<file path="src/hdl/iol_pkg.sv">
package iol_pkg;

   // Defaults for the top-level parameters
   localparam int CAPACITY_DEF    = 64;
   localparam int VALUE_WIDTH_DEF = 32;

   // Fixed field widths on the ports
   localparam int KIND_W     = 3;
   localparam int POSITION_W = 7;
   localparam int ITEM_W     = 32;
   localparam int RESULT_W   = 32;
   localparam int STATUS_W   = 2;
   localparam int COUNT_W    = 7;

   // Operation kinds
   localparam logic [KIND_W-1:0] KIND_INSERT = 3'd0;
   localparam logic [KIND_W-1:0] KIND_REMOVE = 3'd1;
   localparam logic [KIND_W-1:0] KIND_POP    = 3'd2;
   localparam logic [KIND_W-1:0] KIND_READ   = 3'd3;
   localparam logic [KIND_W-1:0] KIND_WRITE  = 3'd4;
   localparam logic [KIND_W-1:0] KIND_MIN    = 3'd5;
   localparam logic [KIND_W-1:0] KIND_MAX    = 3'd6;

   // Status codes
   localparam logic [STATUS_W-1:0] STATUS_OK    = 2'd0;
   localparam logic [STATUS_W-1:0] STATUS_RANGE = 2'd1;
   localparam logic [STATUS_W-1:0] STATUS_EMPTY = 2'd2;
   localparam logic [STATUS_W-1:0] STATUS_FULL  = 2'd3;

   // Storage update applied by every cell
   localparam logic [1:0] MODE_HOLD   = 2'd0;
   localparam logic [1:0] MODE_INSERT = 2'd1;
   localparam logic [1:0] MODE_REMOVE = 2'd2;
   localparam logic [1:0] MODE_WRITE  = 2'd3;

   // What a cell folds into the carrier passing through it
   localparam logic [1:0] PICK_NONE  = 2'd0;
   localparam logic [1:0] PICK_INDEX = 2'd1;
   localparam logic [1:0] PICK_MIN   = 2'd2;
   localparam logic [1:0] PICK_MAX   = 2'd3;

   typedef struct packed {
      logic [1:0] mode;
      logic [1:0] pick;
   } cell_ctl_type;

endpackage

</file>
<file path="src/hdl/iol_cell.sv">
module iol_cell import iol_pkg::*; #(
   parameter int CAPACITY    = CAPACITY_DEF,
   parameter int VALUE_WIDTH = VALUE_WIDTH_DEF,
   parameter int INDEX       = 0,
   localparam int CW         = $clog2(CAPACITY + 1)
) (
   input  logic                          clock,
   input  cell_ctl_type                  ctl,
   input  logic [CW-1:0]                 at,
   input  logic [CW-1:0]                 count,
   input  logic signed [VALUE_WIDTH-1:0] data,
   input  logic signed [VALUE_WIDTH-1:0] left_value,
   input  logic signed [VALUE_WIDTH-1:0] right_value,
   input  logic                          carry_have,
   input  logic signed [VALUE_WIDTH-1:0] carry_value,
   output logic signed [VALUE_WIDTH-1:0] value_out,
   output logic                          carry_have_out,
   output logic signed [VALUE_WIDTH-1:0] carry_value_out
);

   localparam logic [CW-1:0] IDX = CW'(INDEX);

   logic signed [VALUE_WIDTH-1:0] value_ff, value_in;
   logic signed [VALUE_WIDTH-1:0] carry_value_ff, carry_value_in;
   logic                          carry_have_ff, carry_have_in;
   logic                          take;
   logic                          live;

   // Entry update: shift right on insert, left on remove, write in place at the index
   always_comb begin
      value_in = value_ff;
      case (ctl.mode)
         MODE_INSERT: begin
            if (IDX > at) begin
               value_in = left_value;
            end else if (IDX == at) begin
               value_in = data;
            end
         end
         MODE_REMOVE: begin
            if (IDX >= at) begin
               value_in = right_value;
            end
         end
         MODE_WRITE: begin
            if (IDX == at) begin
               value_in = data;
            end
         end
         default: begin
            value_in = value_ff;
         end
      endcase
   end

   // Carrier fold: select at an index, or keep the running min / max
   assign live = IDX < count;

   always_comb begin
      case (ctl.pick)
         PICK_INDEX: take = IDX == at;
         PICK_MIN:   take = live && (!carry_have || value_ff < carry_value);
         PICK_MAX:   take = live && (!carry_have || value_ff > carry_value);
         default:    take = 1'b0;
      endcase
      carry_have_in  = carry_have | take;
      carry_value_in = take ? value_ff : carry_value;
   end

   always_ff @(posedge clock) begin
      value_ff       <= value_in;
      carry_have_ff  <= carry_have_in;
      carry_value_ff <= carry_value_in;
   end

   assign value_out       = value_ff;
   assign carry_have_out  = carry_have_ff;
   assign carry_value_out = carry_value_ff;

endmodule

</file>
<file path="config.mk">
export PLATFORM = sky130hd
export DESIGN_NAME = iol_cell
export DESIGN_NICKNAME = d
export VERILOG_FILES = /design/src/hdl/iol_pkg.sv /design/src/hdl/iol_cell.sv
export SDC_FILE = /design/constraint.sdc
export NUM_CORES = 1
export LEC_CHECK = 0
export BUFFER_PORTS_ARGS = -buffer_cell sky130_fd_sc_hd__buf_2
export CORE_UTILIZATION = 51
export CTS_BUF_LIST = sky130_fd_sc_hd__clkbuf_8
export CTS_CLUSTER_DIAMETER = 120
export DETAILED_ROUTE_END_ITERATION = 10
export GPL_ROUTABILITY_DRIVEN = 0
export HOLD_SLACK_MARGIN = 0.06
export PLACE_DENSITY = 0.89
export SKIP_CTS_REPAIR_TIMING = 1
export SYNTH_ARGS = -nofsm -noshare
export SYNTH_HDL_FRONTEND = slang
export SYNTH_SLANG_ARGS = --single-unit
</file>
<file path="constraint.sdc">
create_clock -name clock -period 6.8 [get_ports clock]
set_input_delay 1.36 -clock clock [delete_from_list [all_inputs] [get_ports clock]]
set_output_delay 1.36 -clock clock [all_outputs]
set_load 0.05 [all_outputs]
</file>
* Yosys cells after proc, flatten, opt, wreduce, memory -nomap -nowiden *
Cells that the tools add are included.

word-level totals
  register bits = 65
  input bits = 148
  output and inout port bits = 65
  logic and storage cells = 30

cells by class
  $lt $le $gt $ge = 5
  equal/unequal tests = 7
  multiplexer cells = 6
  bitwise logic cells = 1
  reductions and logical operators = 8

operators by type and width
  cell                                                       count
  two-way mux 32 bit                                         4
  case mux 32 bit (3 select lines)                           1
  > comparator 32 bit                                        1
  less-than comparator 32 bit                                1
  == test 2 bit, second input constant                       4
  >= comparator 1 x 7 -> 1 bit, first input constant         1
  > comparator 1 x 7 -> 1 bit, first input constant          1
  logical NOT 7 bit                                          1
  less-than comparator 1 x 7 -> 1 bit, first input constant  1
  == test 2 x 1 -> 1 bit, second input constant              2
  case mux 1 bit (3 select lines)                            1
  nonzero test 3 bit                                         1
  logical AND 1 bit                                          2
  logical OR 1 bit                                           2
  != test 2 bit, second input constant                       1
  AND reduction 2 bit                                        1
  logical NOT 1 bit                                          1
  OR 1 bit                                                   1

* Longest topological paths before layout *
Gate-level depths: netlist of the first run.

  depth after elaboration = 5
  depth in mapped cells = 10
  mapped depth without buffers = 9

* Worst setup path before layout of the first run *
OpenSTA, ideal clock, no wires.

  path kind = input port to flip-flop
  from = in carry_value[21]
  to = reg carry_value_ff[10] (netlist: carry_value_out[10])
  setup time = 0.079 ns
  data arrival time = 3.535 ns
  required time = 6.721 ns
  setup slack = 3.186 ns
  stages on the path = 10
  path buffers = 1
  cell sequence = inv_1 -> ha_1 -> a211oi_1 -> o21ai_0 -> o211ai_1 -> mux2_2 -> a2111o_1 -> o211a_2 -> buf_2 -> o211ai_1

between the ends
  word-level cells in the longest chain between the ends = 5
  elaborated cells on any way between the ends = 8
  those cells by class = order compare (2); mux (2); reduce/logical (4)

RTL lines
  what                                                                RTL line                        RTL
  start, declared                                                     iol_cell.sv:15                  input logic signed [VALUE_WIDTH-1:0] carry_value,
  > comparator 32 bit or less-than comparator 32 bit (tied branches)  iol_cell.sv:63, iol_cell.sv:62
  logical OR 1 bit (on tied branches)                                 iol_cell.sv:63, iol_cell.sv:62
  logical AND 1 bit (on tied branches)                                iol_cell.sv:63, iol_cell.sv:62
  case mux 1 bit (3 select lines) *                                   iol_cell.sv:60                  case (ctl.pick)
  two-way mux 32 bit *                                                iol_cell.sv:67                  carry_value_in = take ? value_ff : carry_value;
  net carry_value_in[10]                                              iol_cell.sv:24                  logic signed [VALUE_WIDTH-1:0] carry_value_ff, carry_value_in;
  end signal, assigned                                                iol_cell.sv:73                  carry_value_ff <= carry_value_in;
  end, declared                                                       iol_cell.sv:24

The timed path passes the listed nets; every way through them passes the cells marked *.
A chain may end at the register's enable or synchronous reset.

* Worst setup path in the final report of the first run *
  from = in carry_value[21]
  to = reg carry_value_ff[21] (netlist: carry_value_out[21])

between the ends
  word-level cells in the longest chain between the ends = 5
  elaborated cells on any way between the ends = 8
  those cells by class = order compare (2); mux (2); reduce/logical (4)

RTL lines
  what                                                                RTL line
  > comparator 32 bit or less-than comparator 32 bit (tied branches)  iol_cell.sv:63, iol_cell.sv:62
  logical OR 1 bit (on tied branches)                                 iol_cell.sv:63, iol_cell.sv:62
  logical AND 1 bit (on tied branches)                                iol_cell.sv:63, iol_cell.sv:62
  case mux 1 bit (3 select lines)                                     iol_cell.sv:60
  two-way mux 32 bit *                                                iol_cell.sv:67
  net carry_value_in[21]                                              iol_cell.sv:24

Marks and branches as above.

==> flow_summary.toml, run 1 <==
[outcome]
outcome = "finished clean"

[drt]
antenna_left = 0
num_vias = 4190
via_per_inst = 5.79
drtIter0Drc = 256
drc_errors = 0
dr.pass1.iters = 4
wl_per_cell_um = 16.3
drt-total-wl_um = 11800

[synth]
synth_flop_cell = "dfxtp_1"
yosysMostFrequentCell = "nand2_1"
synth_simple_gate_area_share = 0.135
synth_top_cell_by_area = "edfxtp_1"
synthAdderAreaFrac = 0.0982
synth_top_family_by_area = "compound AO/OA/AOI/OAI gates"
synth-edff-count = 32
synthXorXnorAreaFrac = 0
syn_nets = 636
synth_top_area_share = 0.236
synth_cells = 456
syn_area_mm2 = 0.00408
synth_compound_area_frac = 0.223
synth_common_cells = "nand2_1 (103), o21ai_0 (37), inv_1 (36), dfxtp_1 (33), o211ai_1 (33)"
yosysUniqueCellTypes = 43
synthArstFlopShare = 0
ys_warn_count = 0
ys_seq_area_frac = 0.398
syn_avg_cell_area_um2 = 8.94
synth.area.mux_share = 0.0814
synth.ff_latch_count = 65
synth_area_leaders = "edfxtp_1 (24%), dfxtp_1 (16%), ha_1 (9.8%)"

[placed_design]
portBuffers = 180
place_inst = 708
hpwl_um = 8500

[floorplan]
rows = 32
die_width_um = 91.4
dieArea_mm2 = 0.00835
fp.coreArea_mm2 = 0.00773
num_io_pins = 213
die_y_um = 91.4
initial_utilization = 0.527

[cts]
root_buffer = "clkbuf_8"
clkLatencyLatePin_ns = 0.35
cts_tree = "done"
cts_max_path_buffers = 2
htree_num_levels = 3
clkTransAtPathRegs_ns = 0.07
numCtsBuffers = 9
numClockSinks = 65

[layout]
seq_area_mm2 = 0.00162
multiInputGateArea_mm2 = 0.00221
area_growth_pct = 28.6
drive_above_1_share = 0.333
num-nets-final = 797
finalNonFillerCells = 724
num_antenna_cells = 0
nFillCells = 625

[sta]
rsz0062_at_grt = "no"
skew_ns = 0.0156
setup_viol = 0
hold_viol = 0
slew_headroom = 0.140
tightest_slew_ns = 1.29
tns_ns = 0
clock.fmax_mhz = 256
fin_crit_sh = 0.574
period_minus_slack_ns = 3.90
hold_slack_ns = 0.636
drv_slew = 0

[worst_setup_path]
critical_path.max_fanout = 32
crit_path_start_kind = "input pin"
critPathKind = "input pin to register"
cp-end-kind = "register"
crit_required_ns = 6.98
critical_path_arrival_ns = 4.08

[pwr]
pwr_density_cell_mw_per_mm2 = 238
vdd.ir_drop.worst_mv = 0.120
leakagePower_uw = 0.00261
p_total_uw = 1250

[global_route]
grt_max_degree = 65
grt_use_total = 0.280
globalRoute.totalOverflow = 0
first_global_vias = 3785
antenna_found_initial = 0
grt_first_pass_wirelength_um = 18500

[hold_path]
worst_hold_path_type = "register to register"

[run]
drv_cap = 0
-- per-stage QoR --
stage / instance area (um^2) / utilization / setup slack, ns
2_1_floorplan: 4080 / - / 3.19
3_3_place_gp: 5020 / 0.650 / 2.70
3_5_place_dp: 5020 / 0.650 / 2.59
4_1_cts: 5240 / 0.678 / 2.93
5_1_grt: 5240 / 0.678 / 2.76
6_report: 5240 / 0.678 / 2.90
-- state kept, by name, summed over array words and instances (netlist names) --
name / flops
carry_value_out: 32
value_out: 32
carry_have_out: 1
-- per-layer routing --
metal / share of wire / routed length [um] / vias up / global-route usage
li1: - / - / 2005 / -
met1: 0.42 / 5010 / 1922 / 0.359
met2: 0.48 / 5660 / 239 / 0.465
met3: 0.080 / 941 / 24 / 0.0628
met4: 0.017 / 206 / 0 / 0.0899
met5: 0 / 0 / - / 0
-- critical path, stage by stage --
cell and delay (ns):
buf_2 0.10, inv_1 0.05, ha_1 0.31, a211oi_1 0.31, o21ai_0 0.14, o211ai_1 0.23, mux2_2 0.40, a211oi_4 0.23
o211a_2 0.69, o211ai_1 0.24
-- placed cells by master, fill, tap and decap left out, types with 2 or more instances in the layout --
cell type     n
o211ai_1     33
nand4_1       6
ha_1         32
clkbuf_8     10
o21ai_0      37
nand2b_1      2
o2111ai_1    32
nor4_1        2
and2_1        2
nor2b_1       2
bufinv_16     2
nand3_1       2
buf_2       180
buf_4         3
nor2_1        2
edfxtp_1     32
nand2_1     102
inv_1        37
clkinvlp_4    2
a21oi_1      10
mux2i_1      32
dfxtp_1      33
-- final timing paths --
path	start	to	slack [ns]	depth (start not counted)
worst min register to register	value_out[6]	carry_value_out[6]	0.64	2
worst max-delay path	carry_value[21]	carry_value_out[21]	2.90	10
worst min-delay path	value_out[6]	carry_value_out[6]	0.64	2
worst max register to register	value_out[21]	carry_value_out[21]	3.54	8
-- layout make-up --
type,count,share of cell area
multi-input combinational,322,0.422
sequential,65,0.309
timing repair buffer,183,0.176
clock buffer,10,0.0263
inverter,36,0.0258
tap,102,0.0244
clock inverter,6,0.0158
-- where the power goes --
group,internal (uW),switching [uW]
combinational,116,281
sequential,458,27.3
clock,214,151
total,787,459
-- cell families after synthesis --
| group | Yosys count |
|---|---|
| DFF | 65 |
| and+or+nand+nor | 128 |
| buffers and inverters | 69 |
| AOI/OAI and AO/OA | 129 |
| muxes | 33 |
| adders and majority gates | 32 |
No activity file was read; power rests on OpenSTA's default activity.
==> inputs of run 2 (changes only) <==
CORE_UTILIZATION = 47   (was 51)
PLACE_DENSITY = 0.83   (was 0.89)
clock period = 3.9 ns   (was 6.8 ns; I/O delays follow)
==> run 2 against run 1 <==
Net effect: worst setup slack lost 2.3 ns; highest routed layer unchanged; register-to-register slack lost 2.9 ns; critical path type unchanged; sequential cell count is the same; final area grew 0.36%; power grew 69%; via count shrank 1.5%; global-route usage shrank 0.97 points; largest power group unchanged; sequential share of layout area shrank 0.11 points; die area grew 8.3%; first-iteration DRC count shrank 13%.
==> flow_summary.toml, run 2 (synthesized netlist as in run 1, its figures left out) <==
[cts]
numClockSinks = 65
cts_max_path_buffers = 2
cts_tree = "done"
clkTransAtPathRegs_ns = 0.07
htree_num_levels = 3
root_buffer = "clkbuf_8"
clkLatencyLatePin_ns = 0.34
numCtsBuffers = 9

[sta]
period_minus_slack_ns = 3.31
hold_slack_ns = 0.645
clock.fmax_mhz = 302
hold_viol = 0
fin_crit_sh = 0.848
setup_viol = 0
tightest_slew_ns = 1.16
skew_ns = 0.0125
tns_ns = 0
rsz0062_at_grt = "no"
drv_slew = 0
slew_headroom = 0.225

[layout]
num_antenna_cells = 0
multiInputGateArea_mm2 = 0.00221
mostFrequentLayoutCells = "buf_2 (180), nand2_1 (102), inv_1 (37), o21ai_0 (37)"
drive_above_1_share = 0.337
final_common_cell = "buf_2"
num-nets-final = 802
area_growth_pct = 29.0
nFillCells = 684
finalNonFillerCells = 732
seq_area_mm2 = 0.00162

[pwr]
pwr_density_cell_mw_per_mm2 = 401
leakagePower_uw = 0.00263
vdd.ir_drop.worst_mv = 0.196
p_total_uw = 2110

[drt]
via_per_inst = 5.64
drt-total-wl_um = 11800
drtIter0Drc = 222
drc_errors = 0
dr.pass1.iters = 4
antenna_left = 0
wl_per_cell_um = 16.2
num_vias = 4129

[worst_setup_path]
slowest_delay_ns = 0.68
critical_path.max_fanout = 32
cp-end-kind = "register"
cpMaxStageDelayCell = "o211a_2"
r2r_setup_slack_ns = 0.68
crit_required_ns = 4.08
critical_path_arrival_ns = 3.49
crit_path_start_kind = "input pin"
worstPathCellList = "buf_2 > inv_1 > ha_1 > nand4_1 > nor4_2 > a21oi_1 > mux2_2 > a211oi_4 > o211a_2 > o211ai_1"
critPathKind = "input pin to register"

[floorplan]
rows = 33
die_width_um = 95.1
initial_utilization = 0.491
dieArea_mm2 = 0.00905
num_io_pins = 213
fp.coreArea_mm2 = 0.00830
die_y_um = 95.1

[global_route]
globalRoute.totalOverflow = 0
grt_max_degree = 65
antenna_found_initial = 0
grt_first_pass_wirelength_um = 18700
first_global_vias = 3818
grt_use_total = 0.270

[run]
drv_cap = 0

[placed_design]
hpwl_um = 8660
place_inst = 716
portBuffers = 180

[hold_path]
worst_hold_path_type = "register to register"

[outcome]
outcome = "finished clean"
-- run 2: area by class of cell --
type,count,area share
tap,105,0.0250
inverter,36,0.0257
multi-input combinational,322,0.421
clock inverter,5,0.00880
sequential,65,0.308
clock buffer,11,0.0288
timing repair buffer,188,0.183
-- run 2: final timing paths --
path                    from                  end  cells past startpoint
max reg2reg    value_out[21]  carry_value_out[10]                      8
min             value_out[6]   carry_value_out[6]                      2
max          carry_value[26]  carry_value_out[10]                     10
min reg2reg     value_out[6]   carry_value_out[6]                      2
-- run 2: critical path: cells and delay by family --
family,cells,cell delay (ns)
AOI/OAI and AO/OA,4,1.21
and+or+nand+nor,2,0.67
adders and majority gates,1,0.35
muxes,1,0.32
buffers and inverters,2,0.15
-- run 2: through the flow --
| stage | cell area [um^2] | setup slack (ns) | util |
|---|---|---|---|
| after floorplan | 4080 | 0.866 | - |
| after global placement | 5060 | 0.366 | 0.610 |
| after detailed placement | 5060 | 0.288 | 0.610 |
| after CTS | 5260 | 0.638 | 0.634 |
| after global routing | 5260 | 0.416 | 0.634 |
| final | 5260 | 0.592 | 0.634 |
-- run 2: power breakdown --
part / leakage (uW) / total, uW / internal [uW] / switching (uW)
Clock: 0.000106 / 570 / 323 / 247
Combinational: 0.00193 / 696 / 204 / 492
Sequential: 0.000596 / 845 / 799 / 46.4
-- run 2: per-layer routing --
layer,GRT usage,up-vias,wire [um]
met5,0,-,0
met4,0.0947,0,187
met3,0.0526,16,879
met2,0.442,219,5470
met1,0.353,1882,5300
li1,-,2012,-
==> inputs of run 3 (changes only) <==
CORE_UTILIZATION = 43   (was 47)
PLACE_DENSITY = 0.8   (was 0.83)
clock period = 2.8 ns   (was 3.9 ns; I/O delays follow)
==> run 3 against run 2 <==
Net effect: register-to-register slack got worse by 0.67 ns; wire length rose by 5.2%; worst setup slack got worse by 0.58 ns; sequential power rose by 37%; power rose by 42%; critical path type is now register to register; largest cell class unchanged; highest routed layer unchanged.
==> flow_summary.toml, run 3 (synthesized netlist as in run 1, its figures left out) <==
[worst_setup_path]
r2r_setup_slack_ns = 0.007
crit_path_start_kind = "register"
worstPathCellList = "ha_4 > nand4_1 > nor4_4 > buf_4 > o21ai_2 > and3_4 > a2111o_1 > o211a_4 > buf_12 > o211ai_1"
slowest_delay_ns = 0.48
rr_worst_depth = 10
reg2reg_to = "carry_value_out[29]"
cpMaxStageDelayCell = "edfxtp_1"
critPathKind = "register to register"
critical_path.max_fanout = 8
critical_path_arrival_ns = 3.04
cp-end-kind = "register"
worst_r2r_startpoint = "value_out[10]"
crit_required_ns = 3.04

[pwr]
sequentialPowerShare = 0.388
clkPwrFrac = 0.240
swShare = 0.383
intPower_uw = 1850
vdd.ir_drop.worst_mv = 0.236
pwr-share-comb = 0.371
leakagePower_uw = 0.00291
power.switching_uw = 1150
pwr_density_cell_mw_per_mm2 = 518
p_total_uw = 3000

[layout]
drive_above_1_share = 0.400
final_core_util = 0.629
num-nets-final = 851
num_antenna_cells = 0
nFillCells = 767
mostFrequentLayoutCells = "buf_2 (180), nand2_1 (102), buf_4 (51)"
area_growth_pct = 42.0
final_common_cell = "buf_2"

[drt]
wl_per_cell_um = 15.8
num_vias = 4352
dr.pass1.iters = 5
drt-total-wl_um = 12500
antenna_left = 0
via_per_inst = 5.54
drc_errors = 0
drtIter0Drc = 242

[outcome]
outcome = "finished clean"

[hold_path]
hold_end = "carry_have_out"
worst_hold_path_type = "input pin to register"
hp-start = "carry_have"
whs_path_depth = 2

[cts]
cts_max_path_buffers = 2
cts_tree = "done"
numCtsBuffers = 9
clkLatencyLatePin_ns = 0.34
htree_num_levels = 3
numClockSinks = 65
clkTransAtPathRegs_ns = 0.07
root_buffer = "clkbuf_8"

[placed_design]
dp_slack_ns = -0.424
portBuffers = 180
hpwl_um = 9130

[sta]
slew_headroom = 0.614
drv_slew = 0
worst_slack_ns = 0.00676
tightest_slew_ns = 0.574
period_minus_slack_ns = 2.79
rsz0062_at_grt = "yes"
fin_crit_sh = 0.998
setup_viol = 0
clock.fmax_mhz = 358
skew_ns = 0.0144
hold_viol = 0

[global_route]
grt_max_degree = 40
antenna_found_initial = 0
globalRoute.totalOverflow = 0
gr-usage-met2 = 0.444
grtUsageMet3 = 0.0541
grtUsageMet1 = 0.277
grt_first_pass_wirelength_um = 18900
grt.busiest_layer = "met2"
first_global_vias = 4152
grt_use_total = 0.245

[run]
drv_cap = 0

[floorplan]
num_io_pins = 213
rows = 35
fp.coreArea_mm2 = 0.00920
die_width_um = 99.4
initial_utilization = 0.443
dieArea_mm2 = 0.00987
die_y_um = 99.4
==> run 3: changes by cell type in the layout (fill, tap and decap cells not counted), moves of 2 or more <==
cell / change
buf_4: +43
buf_12: +4
ha_1: -4
ha_4: +4
clkinv_1: -2
nor4_4: +2
o21ai_0: -2
==> run 3: area by class of cell <==
class / instances / area, um^2 / share of cell area
clock buffers: 11 / 151 / 0.0262
multi-input cells: 322 / 2320 / 0.401
repair buffers: 237 / 1400 / 0.242
clock inverters: 4 / 21.3 / 0.00368
well taps: 111 / 139 / 0.0240
flip-flops and latches: 65 / 1620 / 0.280
inverters: 36 / 135 / 0.0234
==> run 3: routing by layer <==
| layer | wire length, um | vias to the layer above |
|---|---|---|
| li1 | - | 2109 |
| met1 | 5050 | 1980 |
| met2 | 6230 | 226 |
| met3 | 853 | 37 |
| met4 | 325 | 0 |
| met5 | 0 | - |
==> run 3: power groups by stage <==
stage | sequential, uW | clock, uW | combinational [uW]
6_report | 1160 | 721 | 1110
5_1_grt | 1170 | 771 | 1190
4_1_cts | 1160 | 737 | 1060
3_5_place_dp | 1180 | 0 | 1060
3_3_place_gp | 1180 | 0 | 1030
2_1_floorplan | 1530 | 0 | 342
==> run 3: worst max path at each step <==
stage                    startpoint             endpoint  slack (ns)  depth (start not counted)
global placement    carry_value[14]  carry_value_out[17]       -0.29                         12
floorplan             value_out[21]  carry_value_out[10]        0.01                          9
global route           value_out[9]  carry_value_out[29]       -0.11                         10
finish                value_out[10]  carry_value_out[29]       0.007                         10
CTS                   value_out[15]  carry_value_out[29]       -0.17                         10
detailed placement  carry_value[15]  carry_value_out[29]       -0.42                         12
==> run 3: stage by stage <==
stage / hold WS (ns) / TNS, ns / cells / instance area, um^2
6_report: 0.419 / 0 / 786 / 5790
5_1_grt: 0.430 / -1.54 / 786 / 5790
4_1_cts: 0.409 / -3.19 / 776 / 5600
3_5_place_dp: 0.627 / -11.65 / 761 / 5430
3_3_place_gp: 0.621 / -8.90 / 761 / 5430
2_1_floorplan: 0.661 / 0 / 456 / 4110
==> run 3: worst max-delay path, delay by kind of cell (launching register included) <==
family	cells	cell delay [ns]
compound gates	4	0.94
fa+ha+maj	1	0.32
buf+inv	2	0.31
flops	1	0.48
simple gates	3	0.64
